`src/tts_pkg.sv`:
```
// Package for the task table scheduler: command codes, task states, sizes.
// Used by the channel interfaces and by every module in src.
package tts_pkg;
	localparam int NumTasksDef = 16;
	localparam int NumSemsDef = 16;
	localparam int TidW = 4;
	localparam int LinkW = 5;
	localparam logic [LinkW-1:0] LinkNull = 5'd16;

	typedef enum logic [3:0] {
		CMD_SCHED = 4'd0, CMD_CREATE = 4'd1, CMD_END = 4'd2, CMD_EXIT = 4'd3,
		CMD_WAIT = 4'd4, CMD_SGET = 4'd5, CMD_SFREE = 4'd6, CMD_P = 4'd7,
		CMD_V = 4'd8
	} cmd_t;

	typedef enum logic [2:0] {
		ST_NEW = 3'd0, ST_RUNNING = 3'd1, ST_READY = 3'd2, ST_BLOCKED = 3'd3,
		ST_END = 3'd4
	} tstate_t;

	typedef struct packed {
		logic [3:0] command;
		logic [3:0] sem_index;
		logic signed [15:0] init_count;
	} req_t;

	typedef struct packed {
		logic status;
		logic [3:0] result_id;
		logic [3:0] running_task;
		logic [4:0] live_tasks;
	} rsp_t;

	typedef enum logic [3:0] {
		FS_IDLE, FS_DISPATCH, FS_SCAN, FS_SCAN_CHK, FS_WR_PAR, FS_SEM_RD,
		FS_SEM_OP, FS_V_LINK, FS_SCHED, FS_SCHED_CHK, FS_OUT
	} fsm_t;
endpackage

```
`src/tts_req_if.sv`:
```
// Request channel: valid/ready handshake carrying one kernel command.
// Depends on tts_pkg.
interface tts_req_if;
	logic valid;
	logic ready;
	tts_pkg::req_t data;
	modport source(output valid, output data, input ready);
	modport sink(input valid, input data, output ready);
endinterface

```
`src/tts_rsp_if.sv`:
```
// Response channel: valid/ready handshake carrying one command result.
// Depends on tts_pkg.
interface tts_rsp_if;
	logic valid;
	logic ready;
	tts_pkg::rsp_t data;
	modport source(output valid, output data, input ready);
	modport sink(input valid, input data, output ready);
endinterface

```
`src/task_table_scheduler_with_semaphores.sv`:
```
// Top level of the task table scheduler with counting semaphores.
// Depends on tts_pkg, tts_req_if and tts_rsp_if.
//
// One request on req carries a kernel command; exactly one result follows on
// rsp. The task table (state, parent, wait link) sits in synchronous
// memories with a registered read port and is walked by a sequencer that
// reads each entry and then checks it. Semaphore values and wait-list heads
// sit in a second memory. A free, or a command rejected at dispatch, goes
// straight to the result; create and wait scan the table, and a wait that
// blocks then runs a schedule scan. One request is handled at a time.
// Per-entry valid bits stand in for table contents after reset, so no
// clearing pass is needed. Reset returns the kernel slot to RUNNING and
// current. While rsp is stalled the result is held in its register and a
// new request is accepted only after it is taken.
module task_table_scheduler_with_semaphores #(
	parameter int NUM_TASKS = tts_pkg::NumTasksDef,
	parameter int NUM_SEMS = tts_pkg::NumSemsDef
) (
	input logic clk,
	input logic arst_n,
	tts_req_if.sink req,
	tts_rsp_if.source rsp
);
	localparam logic [3:0] Kern = 4'(NUM_TASKS - 1);
	localparam logic [3:0] LastSem = 4'(NUM_SEMS - 1);

	logic [2:0] st_mem [NUM_TASKS];
	logic [3:0] par_mem [NUM_TASKS];
	logic [4:0] lnk_mem [NUM_TASKS];
	logic [NUM_TASKS-1:0] tval_q;
	logic [15:0] sv_mem [NUM_SEMS];
	logic [4:0] sh_mem [NUM_SEMS];
	logic [NUM_SEMS-1:0] shval_q;
	logic [NUM_SEMS-1:0] inuse_q;

	tts_pkg::fsm_t fsm_q, fsm_d;
	tts_pkg::req_t rq_q;
	logic [3:0] cur_q, idx_q, cnt_q, scur_q, hit_q;
	logic [4:0] live_q;
	logic status_q;
	logic [3:0] rid_q;
	logic rvalid_q;
	tts_pkg::rsp_t rdata_q;

	// Task memory read port, registered.
	logic [3:0] ra;
	logic [2:0] rst_raw;
	logic [3:0] rpar_raw;
	logic [4:0] rlnk_raw;
	logic rval_q;
	logic [2:0] rst;
	logic [3:0] rpar;
	logic [4:0] rlnk;
	logic [3:0] ra_q;
	// Task memory write port.
	logic twe, twpar, twlnk;
	logic [3:0] wa;
	logic [2:0] wst;
	logic [3:0] wpar;
	logic [4:0] wlnk;
	// Semaphore read.
	logic [15:0] sv_rd;
	logic [4:0] sh_raw;
	logic shv_rd;
	logic swe, swh;
	logic [15:0] swv;
	logic [4:0] swhd;
	logic sget_wr;

	// Semaphore get writes the init value in FS_SEM_RD.
	assign sget_wr = (fsm_q == tts_pkg::FS_SEM_RD) && (rq_q.command == tts_pkg::CMD_SGET);

	always_ff @(posedge clk) begin
		if (twe) st_mem[wa] <= wst;
		if (twpar) par_mem[wa] <= wpar;
		if (twlnk) lnk_mem[wa] <= wlnk;
		rst_raw <= st_mem[ra];
		rpar_raw <= par_mem[ra];
		rlnk_raw <= lnk_mem[ra];
		if (swe) sv_mem[rq_q.sem_index] <= swv;
		else if (sget_wr) sv_mem[rid_q] <= rq_q.init_count;
		if (swh) sh_mem[rq_q.sem_index] <= swhd;
		sv_rd <= sv_mem[rq_q.sem_index];
		sh_raw <= sh_mem[rq_q.sem_index];
	end

	always_ff @(posedge clk or negedge arst_n) begin
		if (!arst_n) begin
			tval_q <= '0;
			shval_q <= '0;
			rval_q <= 1'b0;
			ra_q <= '0;
			shv_rd <= 1'b0;
		end else begin
			if (twe) tval_q[wa] <= 1'b1;
			if (swh) shval_q[rq_q.sem_index] <= 1'b1;
			rval_q <= tval_q[ra];
			ra_q <= ra;
			shv_rd <= shval_q[rq_q.sem_index];
		end
	end

	// Entries never written read as their reset values. Parent and link are
	// always written together with state, so one valid bit covers all three.
	always_comb begin
		rst = rval_q ? rst_raw : ((ra_q == Kern) ? tts_pkg::ST_RUNNING : tts_pkg::ST_NEW);
		rpar = rval_q ? rpar_raw : ((ra_q == Kern) ? Kern : 4'd0);
		rlnk = rval_q ? rlnk_raw : tts_pkg::LinkNull;
	end

	logic [3:0] idx_nx;
	logic [4:0] live_dec, live_inc;
	logic signed [15:0] sval, snew;
	logic [4:0] shead;
	logic sem_ok;

	always_comb begin
		idx_nx = (idx_q == Kern) ? 4'd0 : idx_q + 4'd1;
		live_dec = (live_q != 5'd0) ? live_q - 5'd1 : live_q;
		live_inc = (live_q != 5'd31) ? live_q + 5'd1 : live_q;
		sval = sv_rd;
		shead = shv_rd ? sh_raw : tts_pkg::LinkNull;
		sem_ok = rq_q.sem_index <= LastSem;
		if (rq_q.command == tts_pkg::CMD_P)
			snew = (sval != 16'sh8000) ? sval - 16'sd1 : sval;
		else
			snew = (sval != 16'sh7fff) ? sval + 16'sd1 : sval;
	end

	logic [3:0] cur_d, idx_d, cnt_d, scur_d, hit_d;
	logic [4:0] live_d;
	logic status_d;
	logic [3:0] rid_d;
	logic [NUM_SEMS-1:0] inuse_d;
	logic [3:0] free_sem;
	logic free_found;

	always_comb begin
		free_found = 1'b0;
		free_sem = '0;
		for (int k = NUM_SEMS - 1; k >= 0; k--) begin
			if (!inuse_q[k]) begin
				free_found = 1'b1;
				free_sem = 4'(k);
			end
		end
	end

	always_comb begin
		fsm_d = fsm_q;
		cur_d = cur_q;
		idx_d = idx_q;
		cnt_d = cnt_q;
		scur_d = scur_q;
		hit_d = hit_q;
		live_d = live_q;
		status_d = status_q;
		rid_d = rid_q;
		inuse_d = inuse_q;
		ra = idx_q;
		twe = 1'b0;
		twpar = 1'b0;
		twlnk = 1'b0;
		wa = cur_q;
		wst = tts_pkg::ST_NEW;
		wpar = '0;
		wlnk = '0;
		swe = 1'b0;
		swh = 1'b0;
		swv = snew;
		swhd = '0;
		case (fsm_q)
			tts_pkg::FS_IDLE: begin
				if (req.valid && !rvalid_q) begin
					fsm_d = tts_pkg::FS_DISPATCH;
					status_d = 1'b0;
					rid_d = '0;
				end
			end
			tts_pkg::FS_DISPATCH: begin
				fsm_d = tts_pkg::FS_OUT;
				case (rq_q.command)
					tts_pkg::CMD_SCHED: begin
						fsm_d = tts_pkg::FS_SCHED;
					end
					tts_pkg::CMD_CREATE, tts_pkg::CMD_WAIT: begin
						idx_d = '0;
						ra = '0;
						cnt_d = '0;
						hit_d = '0;
						fsm_d = tts_pkg::FS_SCAN;
					end
					tts_pkg::CMD_END: begin
						live_d = live_dec;
						twe = 1'b1;
						wa = cur_q;
						wst = tts_pkg::ST_END;
						twpar = 1'b1;
						twlnk = 1'b1;
						ra = cur_q;
						fsm_d = tts_pkg::FS_WR_PAR;
					end
					tts_pkg::CMD_EXIT: begin
						ra = cur_q;
						idx_d = cur_q;
						cnt_d = '0;
						fsm_d = tts_pkg::FS_SCAN;
					end
					tts_pkg::CMD_SGET: begin
						if (free_found) begin
							inuse_d[free_sem] = 1'b1;
							rid_d = free_sem;
							fsm_d = tts_pkg::FS_SEM_RD;
						end else begin
							status_d = 1'b1;
						end
					end
					tts_pkg::CMD_SFREE: begin
						if (sem_ok) inuse_d[rq_q.sem_index] = 1'b0;
						else status_d = 1'b1;
					end
					tts_pkg::CMD_P, tts_pkg::CMD_V: begin
						if (sem_ok) fsm_d = tts_pkg::FS_SEM_RD;
						else status_d = 1'b1;
					end
					default: status_d = 1'b1;
				endcase
			end
			tts_pkg::FS_WR_PAR: begin
				// End: rewrite parent and link that the state write clobbered.
				ra = cur_q;
				twpar = 1'b1;
				twlnk = 1'b1;
				wa = cur_q;
				wpar = rpar;
				wlnk = rlnk;
				fsm_d = tts_pkg::FS_OUT;
				if (1'b1) begin
					twe = 1'b1;
					wst = tts_pkg::ST_END;
				end
			end
			tts_pkg::FS_SCAN: begin
				// One table entry is being read; check it next cycle.
				ra = idx_q;
				fsm_d = tts_pkg::FS_SCAN_CHK;
			end
			tts_pkg::FS_SCAN_CHK: begin
				ra = idx_q;
				case (rq_q.command)
					tts_pkg::CMD_CREATE: begin
						if (rst == tts_pkg::ST_NEW) begin
							twe = 1'b1;
							twpar = 1'b1;
							twlnk = 1'b1;
							wa = idx_q;
							wst = tts_pkg::ST_READY;
							wpar = idx_q;
							wlnk = rlnk;
							live_d = live_inc;
							rid_d = idx_q;
							fsm_d = tts_pkg::FS_OUT;
						end else if (idx_q == Kern) begin
							status_d = 1'b1;
							fsm_d = tts_pkg::FS_OUT;
						end else begin
							idx_d = idx_nx;
							fsm_d = tts_pkg::FS_SCAN;
						end
					end
					tts_pkg::CMD_WAIT: begin
						if (rst != tts_pkg::ST_NEW && rpar == cur_q && idx_q != cur_q) begin
							hit_d = 4'd1;
						end
						if (idx_q == Kern) begin
							if (hit_d != 4'd0 || (rst != tts_pkg::ST_NEW && rpar == cur_q
									&& idx_q != cur_q)) begin
								idx_d = cur_q;
								hit_d = 4'd0;
								fsm_d = tts_pkg::FS_V_LINK;
							end else begin
								status_d = 1'b1;
								fsm_d = tts_pkg::FS_OUT;
							end
						end else begin
							idx_d = idx_nx;
							fsm_d = tts_pkg::FS_SCAN;
						end
					end
					default: begin
						// Exit: cnt_q 0 reads current entry, 1 reads parent.
						if (cnt_q == 4'd0) begin
							hit_d = rpar;
							idx_d = rpar;
							cnt_d = 4'd1;
							twe = 1'b1;
							twpar = 1'b1;
							twlnk = 1'b1;
							wa = cur_q;
							wst = tts_pkg::ST_NEW;
							wpar = rpar;
							wlnk = rlnk;
							live_d = live_dec;
							fsm_d = tts_pkg::FS_SCAN;
						end else begin
							if (rst == tts_pkg::ST_BLOCKED) begin
								twe = 1'b1;
								twpar = 1'b1;
								twlnk = 1'b1;
								wa = idx_q;
								wst = tts_pkg::ST_READY;
								wpar = rpar;
								wlnk = rlnk;
							end
							cnt_d = '0;
							hit_d = '0;
							fsm_d = tts_pkg::FS_SCHED;
						end
					end
				endcase
			end
			tts_pkg::FS_V_LINK: begin
				// Block the current task (wait, P) or wake the wait-list head (V): read it, then write BLOCKED or READY.
				ra = idx_q;
				if (cnt_q == 4'd0) begin
					cnt_d = 4'd1;
				end else begin
					twe = 1'b1;
					twpar = 1'b1;
					twlnk = 1'b1;
					wa = idx_q;
					cnt_d = '0;
					if (rq_q.command == tts_pkg::CMD_V) begin
						wst = tts_pkg::ST_READY;
						wpar = rpar;
						wlnk = rlnk;
						swh = 1'b1;
						swhd = rlnk;
						fsm_d = tts_pkg::FS_OUT;
					end else begin
						wst = tts_pkg::ST_BLOCKED;
						wpar = rpar;
						wlnk = (rq_q.command == tts_pkg::CMD_P) ? shead : rlnk;
						if (rq_q.command == tts_pkg::CMD_P) begin
							swh = 1'b1;
							swhd = {1'b0, cur_q};
						end
						fsm_d = tts_pkg::FS_SCHED;
					end
				end
			end
			tts_pkg::FS_SEM_RD: begin
				fsm_d = tts_pkg::FS_SEM_OP;
				if (rq_q.command == tts_pkg::CMD_SGET) begin
					fsm_d = tts_pkg::FS_OUT;
				end
			end
			tts_pkg::FS_SEM_OP: begin
				swe = 1'b1;
				swv = snew;
				fsm_d = tts_pkg::FS_OUT;
				idx_d = cur_q;
				cnt_d = '0;
				if (rq_q.command == tts_pkg::CMD_P) begin
					if (snew < 0) fsm_d = tts_pkg::FS_V_LINK;
				end else if (snew <= 0 && shead < tts_pkg::LinkNull) begin
					idx_d = shead[3:0];
					fsm_d = tts_pkg::FS_V_LINK;
				end
			end
			tts_pkg::FS_SCHED: begin
				scur_d = cur_q;
				cnt_d = '0;
				if (live_q == 5'd0) begin
					ra = Kern;
					idx_d = Kern;
					cur_d = Kern;
					hit_d = 4'd2;
					fsm_d = tts_pkg::FS_SCHED_CHK;
				end else begin
					idx_d = (cur_q == Kern) ? 4'd0 : cur_q + 4'd1;
					ra = idx_d;
					hit_d = 4'd0;
					fsm_d = (cur_q == idx_d) ? tts_pkg::FS_OUT : tts_pkg::FS_SCHED_CHK;
				end
			end
			tts_pkg::FS_SCHED_CHK: begin
				ra = idx_q;
				if (hit_q == 4'd2) begin
					// Make the kernel slot RUNNING, keeping its parent and link.
					twe = 1'b1;
					twpar = 1'b1;
					twlnk = 1'b1;
					wa = Kern;
					wst = tts_pkg::ST_RUNNING;
					wpar = rpar;
					wlnk = rlnk;
					if (cnt_q == 4'd0) cnt_d = 4'd1;
					else fsm_d = tts_pkg::FS_OUT;
					twe = (cnt_q != 4'd0);
					twpar = (cnt_q != 4'd0);
					twlnk = (cnt_q != 4'd0);
				end else if (hit_q == 4'd1) begin
					// Demote old current if RUNNING; idx_q holds it.
					if (cnt_q == 4'd0) begin
						cnt_d = 4'd1;
					end else begin
						if (rst == tts_pkg::ST_RUNNING) begin
							twe = 1'b1;
							twpar = 1'b1;
							twlnk = 1'b1;
							wa = idx_q;
							wst = tts_pkg::ST_READY;
							wpar = rpar;
							wlnk = rlnk;
						end
						fsm_d = tts_pkg::FS_OUT;
					end
				end else if (cnt_q == 4'd0) begin
					cnt_d = 4'd1;
				end else if (rst == tts_pkg::ST_READY) begin
					twe = 1'b1;
					twpar = 1'b1;
					twlnk = 1'b1;
					wa = idx_q;
					wst = tts_pkg::ST_RUNNING;
					wpar = rpar;
					wlnk = rlnk;
					cur_d = idx_q;
					idx_d = scur_q;
					ra = scur_q;
					hit_d = 4'd1;
					cnt_d = '0;
				end else if (idx_nx == scur_q) begin
					fsm_d = tts_pkg::FS_OUT;
				end else begin
					idx_d = idx_nx;
					ra = idx_nx;
					cnt_d = '0;
				end
			end
			tts_pkg::FS_OUT: begin
				fsm_d = tts_pkg::FS_IDLE;
			end
			default: fsm_d = tts_pkg::FS_IDLE;
		endcase
	end

	always_ff @(posedge clk or negedge arst_n) begin
		if (!arst_n) begin
			fsm_q <= tts_pkg::FS_IDLE;
			cur_q <= Kern;
			live_q <= '0;
			inuse_q <= '0;
			idx_q <= '0;
			cnt_q <= '0;
			scur_q <= '0;
			hit_q <= '0;
			status_q <= 1'b0;
			rid_q <= '0;
			rvalid_q <= 1'b0;
		end else begin
			fsm_q <= fsm_d;
			cur_q <= cur_d;
			live_q <= live_d;
			inuse_q <= inuse_d;
			idx_q <= idx_d;
			cnt_q <= cnt_d;
			scur_q <= scur_d;
			hit_q <= hit_d;
			status_q <= status_d;
			rid_q <= rid_d;
			if (fsm_q == tts_pkg::FS_OUT) rvalid_q <= 1'b1;
			else if (rsp.ready) rvalid_q <= 1'b0;
		end
	end

	always_ff @(posedge clk) begin
		if (req.valid && req.ready) rq_q <= req.data;
		if (fsm_q == tts_pkg::FS_OUT) begin
			rdata_q.status <= status_q;
			rdata_q.result_id <= rid_q;
			rdata_q.running_task <= cur_q;
			rdata_q.live_tasks <= live_q;
		end
	end

	assign req.ready = (fsm_q == tts_pkg::FS_IDLE) && !rvalid_q;
	assign rsp.valid = rvalid_q;
	assign rsp.data = rdata_q;

`ifndef SYNTH
	a_one_busy: assert property (@(posedge clk) disable iff (!arst_n)
		(req.valid && req.ready) |=> !req.ready)
		else $error("request accepted while busy");
	a_out_once: assert property (@(posedge clk) disable iff (!arst_n)
		(fsm_q == tts_pkg::FS_OUT) |=> rsp.valid)
		else $error("result not presented");
	a_live_max: assert property (@(posedge clk) disable iff (!arst_n)
		(fsm_q == tts_pkg::FS_IDLE) |-> (cur_q <= Kern))
		else $error("current task out of range");
`endif
endmodule

```
`src/flat_wrapper.sv`:
```
// flat-port wrapper written by rule: the top's interface ports become plain ports
module task_table_scheduler_with_semaphores_flat 
#(
	parameter int NUM_TASKS = tts_pkg::NumTasksDef,
	parameter int NUM_SEMS = tts_pkg::NumSemsDef
)
  (clk, arst_n, req_valid, req_data, req_ready, rsp_valid, rsp_data, rsp_ready);
  tts_req_if req_i ();
  tts_rsp_if rsp_i ();
  input logic clk;
  input logic arst_n;
  input wire logic [$bits(req_i.valid)-1:0] req_valid;
  input wire logic [$bits(req_i.data)-1:0] req_data;
  output wire logic [$bits(req_i.ready)-1:0] req_ready;
  output wire logic [$bits(rsp_i.valid)-1:0] rsp_valid;
  output wire logic [$bits(rsp_i.data)-1:0] rsp_data;
  input wire logic [$bits(rsp_i.ready)-1:0] rsp_ready;
  assign req_i.valid = req_valid;
  assign req_i.data = req_data;
  assign req_ready = req_i.ready;
  assign rsp_valid = rsp_i.valid;
  assign rsp_data = rsp_i.data;
  assign rsp_i.ready = rsp_ready;
  task_table_scheduler_with_semaphores #(.NUM_TASKS(NUM_TASKS), .NUM_SEMS(NUM_SEMS)) u_core (.clk(clk), .arst_n(arst_n), .req(req_i), .rsp(rsp_i));
endmodule
```
`config.mk`:
```
export PLATFORM = sky130hd
export DESIGN_NAME = task_table_scheduler_with_semaphores_flat
export DESIGN_NICKNAME = d
export VERILOG_FILES = /design/src/tts_pkg.sv /design/src/tts_req_if.sv /design/src/tts_rsp_if.sv /design/src/task_table_scheduler_with_semaphores.sv /design/src/flat_wrapper.sv
export SDC_FILE = /design/constraint.sdc
export NUM_CORES = 1
export LEC_CHECK = 0
export ABC_CLOCK_PERIOD_IN_PS = 4950
export BUFFER_PORTS_ARGS = -buffer_cell sky130_fd_sc_hd__buf_4
export CORE_MARGIN = 4
export CORE_UTILIZATION = 40
export DETAILED_ROUTE_END_ITERATION = 16
export PLACE_DENSITY_LB_ADDON = 0.3
export SYNTH_ARGS = -nofsm -noshare
export SYNTH_HDL_FRONTEND = slang
export SYNTH_SLANG_ARGS = --single-unit
```
`constraint.sdc`:
```
create_clock -name clk -period 4.95 [get_ports clk]
set_input_delay 0.7425 -clock clk [delete_from_list [all_inputs] [get_ports clk]]
set_output_delay 0.7425 -clock clk [all_outputs]
set_load 0.03 [all_outputs]
```
==> summary.md <==
| Metric | Value |
|---|---|
| Crit Path Class | flip-flop to flip-flop |
| Root buffer cell | clkbuf_16 |
| Worst Path Required | between 5 and 6 ns |
| Vias in the first global route | ~18000 |
| Overall routing resource usage | 18.90% |
| Worst endpoint data arrival time | 4.59 ns |
| Clk sinks | 688 |
| Gate Count Post-Synth | just under 2000 |
| FILL cells | roughly 6300 |
| Period minus WS final | slightly above 4 ns |
| Global route overflow | 0 |
| DP Wirelength | between 40000 and 50000 µm |
| Crit end category | flip-flop |
| Worst Max-Slew Pin Slew | approximately 1.2 ns |
| Core footprint | 73080 µm² |
| Postcts setup bufs | 0 |
| Outcome | complete, no violations |
| Final Hold Slack | roughly 0.19 ns |
| Synth top area share | a little under three fifths |
| Initial antenna violation count | 0 |
| Sequential element share of the synthesized area | roughly 67% |
| PwrDens | 550.3 nW/µm² |
| Vias per cell | 5.766 |
| Post-synth EDFFs | 566 |
| Max H-tree Level | 3 |
| Hold WC Path Type | input port to asynchronous set/reset pin |
| Total of max-cap violations | 0 |
| GPL Wtd Cong | 0.9462 |
| Num rows | around 100 |
| Initial drt markers | 1654 |
| Largest net degree at the start of global routing | 89 |
| Initial Util | 40.45% |
| Synthesized area | between 20000 and 30000 µm² |
| Final Hold Vio Count | 0 |
| Worst-skew pair later-pin latency | about 0.62 ns |
| Part of the cycle the worst path needs | roughly 83% |
| Final Cell Area | around 34000 µm² |
| Clock Skews | about 0.02 ns |
| Maximum fanout along the worst path | 60 |
| P&R area growth vs syn | 14.89% |
| RSZ-0062 raised after global routing | false |
| Synth area leaders | edfxtp_1, mux4_2, dfrtp_1 |
| Final setup fails | 0 |
| Static Leak | between 10 and 15 nW |
| Antenna Cells | 0 |
| Most common cell after layout, fill and taps aside | edfxtp_1 |
| Die Y | approximately 280 µm |
| Mapped Nets | a little under 2000 |
| Area occupied by multi-input gates | 9255 µm² |
| CTS tree | yes |
| Setup TNS | 0 ns |
| CP Launch Type | flip-flop |
| Port Buffers | 43 |
| IO Count | between 40 and 50 |
| Post-synth cell types | between 80 and 90 |
| Final antenna-violating net count | 0 |
| Async S/R FF share, synth | between 10% and 20% |
| Cell taking the most area after synthesis | edfxtp_1 |
| Syn_area_per_cell | about 15 µm² |
| Yosys warns | 0 |
| DP Area | ~32000 µm² |
| Final worst setup slack | 0.8407 ns |
| First-pass GRT wire length | 111500 µm |
| Share of post-route cells with drive strength above 1 | between 20% and 30% |
| Max-slew violation count | 0 |
| Aggregate routed wire length | between 70000 and 80000 µm |
| DR vias | 17590 |
| Seq cells post-synth | ~700 |
| Maximum clock insertion buffer count | 3 |
| Die area | about 80000 µm² |
| Drt first pass iters | 8 |
| Post-CTS sizing | 0 |
| Peak supply drop | 0.0005161 V |
| Fmax | about 240 MHz |
| Cts bufs inserted | 73 |
| Max_slew headroom | between 10% and 20% |
| Most frequent cells in the layout | edfxtp_1, mux2i_1, buf_4 |
| Die Width | about 280 µm |
| DR DRC count | 0 |
| Post-CTS Hold Buffers | 0 |
| Top FF cell, synth | edfxtp_1 |
| Clock transition at path regs | ~0.06 ns |
| WL per Instance | roughly 24 µm |
| Util after Layout | 46.47% |
| Nets | around 2100 |
| Register area | between 15000 and 20000 µm² |
| Place WS | 0.9050 ns |
==> worst paths after layout <==
kind / from / end / slack, ns / cells past startpoint
min in group clk: req_data[13] / u_core.rq_q[13]$_DFFE_PP_ / 0.30 / 1
max in group asynchronous: arst_n / u_core.cur_q[1]$_DFFE_PN1P_ / 3.69 / 2
worst max-delay path: u_core.idx_q[3]$_DFFE_PN0P_ / u_core.rst_raw[1]$_DFF_P_ / 0.84 / 10
worst max register to register: u_core.idx_q[3]$_DFFE_PN0P_ / u_core.rst_raw[1]$_DFF_P_ / 0.84 / 10
worst min-delay path: arst_n / u_core.shval_q[9]$_DFFE_PN0P_ / 0.19 / 1
worst min register to register: u_core.status_q$_DFFE_PN0P_ / u_core.rsp.data[13]$_DFFE_PP_ / 0.45 / 0
==> critical path, stage by stage, from the launching register on <==
cell      delay (ns)
dfrtp_1         0.69
and4b_1         0.27
a311oi_2        0.40
xnor2_1         0.16
o31ai_1         0.60
nand2_1         0.19
o221ai_4        0.23
buf_12          0.41
mux2i_1         0.16
mux4_2          0.47
mux2i_1         0.31
==> per-stage QoR <==
step | total power [mW] | cells
floorplan | 11.58 | 1924
global placement | 13.23 | 2918
detailed placement | 13.32 | 2918
CTS | 18.82 | 3050
global route | 19.58 | 3050
finish | 18.69 | 3050
==> synthesized netlist by cell type (16+ instances only) <==
master and n:
nand3_1 36, dfrtp_1 85, nor2b_1 16, nand2_1 119, mux4_2 123, mux2i_1 167, o21ai_0 90, a21oi_1 63
clkbuf_1 65, nor2_1 128, buf_2 18, nand2b_1 19, nand4_1 18, a31oi_1 18, inv_1 31, nor3_1 38
edfxtp_1 566, or2_2 41, dfxtp_1 33
==> logic make-up after synthesis <==
group           Yosys count  share of synthesized area [%]
flops                   688                          67.28
compound gates          278                          5.968
fa+ha+maj                 7                         0.2963
xor+xnor                 26                         0.7703
mux                     298                          15.34
buf+inv                 133                          1.879
simple gates            494                          8.465
==> power by group <==
group	switching, mW	total (mW)	internal, mW
Clock	2.23	5.47	3.24
Sequential	0.578	7.67	7.09
Combinational	3.25	5.55	2.30
Total	6.06	18.7	12.6
==> area by class of cell <==
cell class,count,share of cell area [%]
Sequential cell,688,58.56
Inverter,31,0.3426
Clock buffer,95,5.772
Tap cell,959,3.533
Timing Repair Buffer,137,3.249
Clock inverter,37,1.297
Multi-Input combinational cell,1103,27.25
==> state kept, by name, summed over array words and instances, names as in the netlist, 5 cells and up <==
| name | count |
|---|---|
| u_core.par_mem | 64 |
| u_core.sh_mem | 80 |
| u_core.st_mem | 48 |
| u_core.live_q | 5 |
| u_core.rsp.data | 14 |
| u_core.rlnk_raw | 5 |
| u_core.inuse_q | 16 |
| u_core.shval_q | 16 |
| u_core.tval_q | 16 |
| u_core.sh_raw | 5 |
| u_core.sv_rd | 16 |
| u_core.rq_q | 24 |
| u_core.sv_mem | 256 |
| u_core.lnk_mem | 80 |
==> per-layer routing <==
layer  vias up  part of all wire (%)  track usage [%]
met5         -                     0                0
met1      8962                    41            25.34
li1       7743                     -                -
met4         0                   3.9            7.199
met2       707                    49            31.21
met3       173                   6.0            3.125
(Power assumes the default switching activity.)
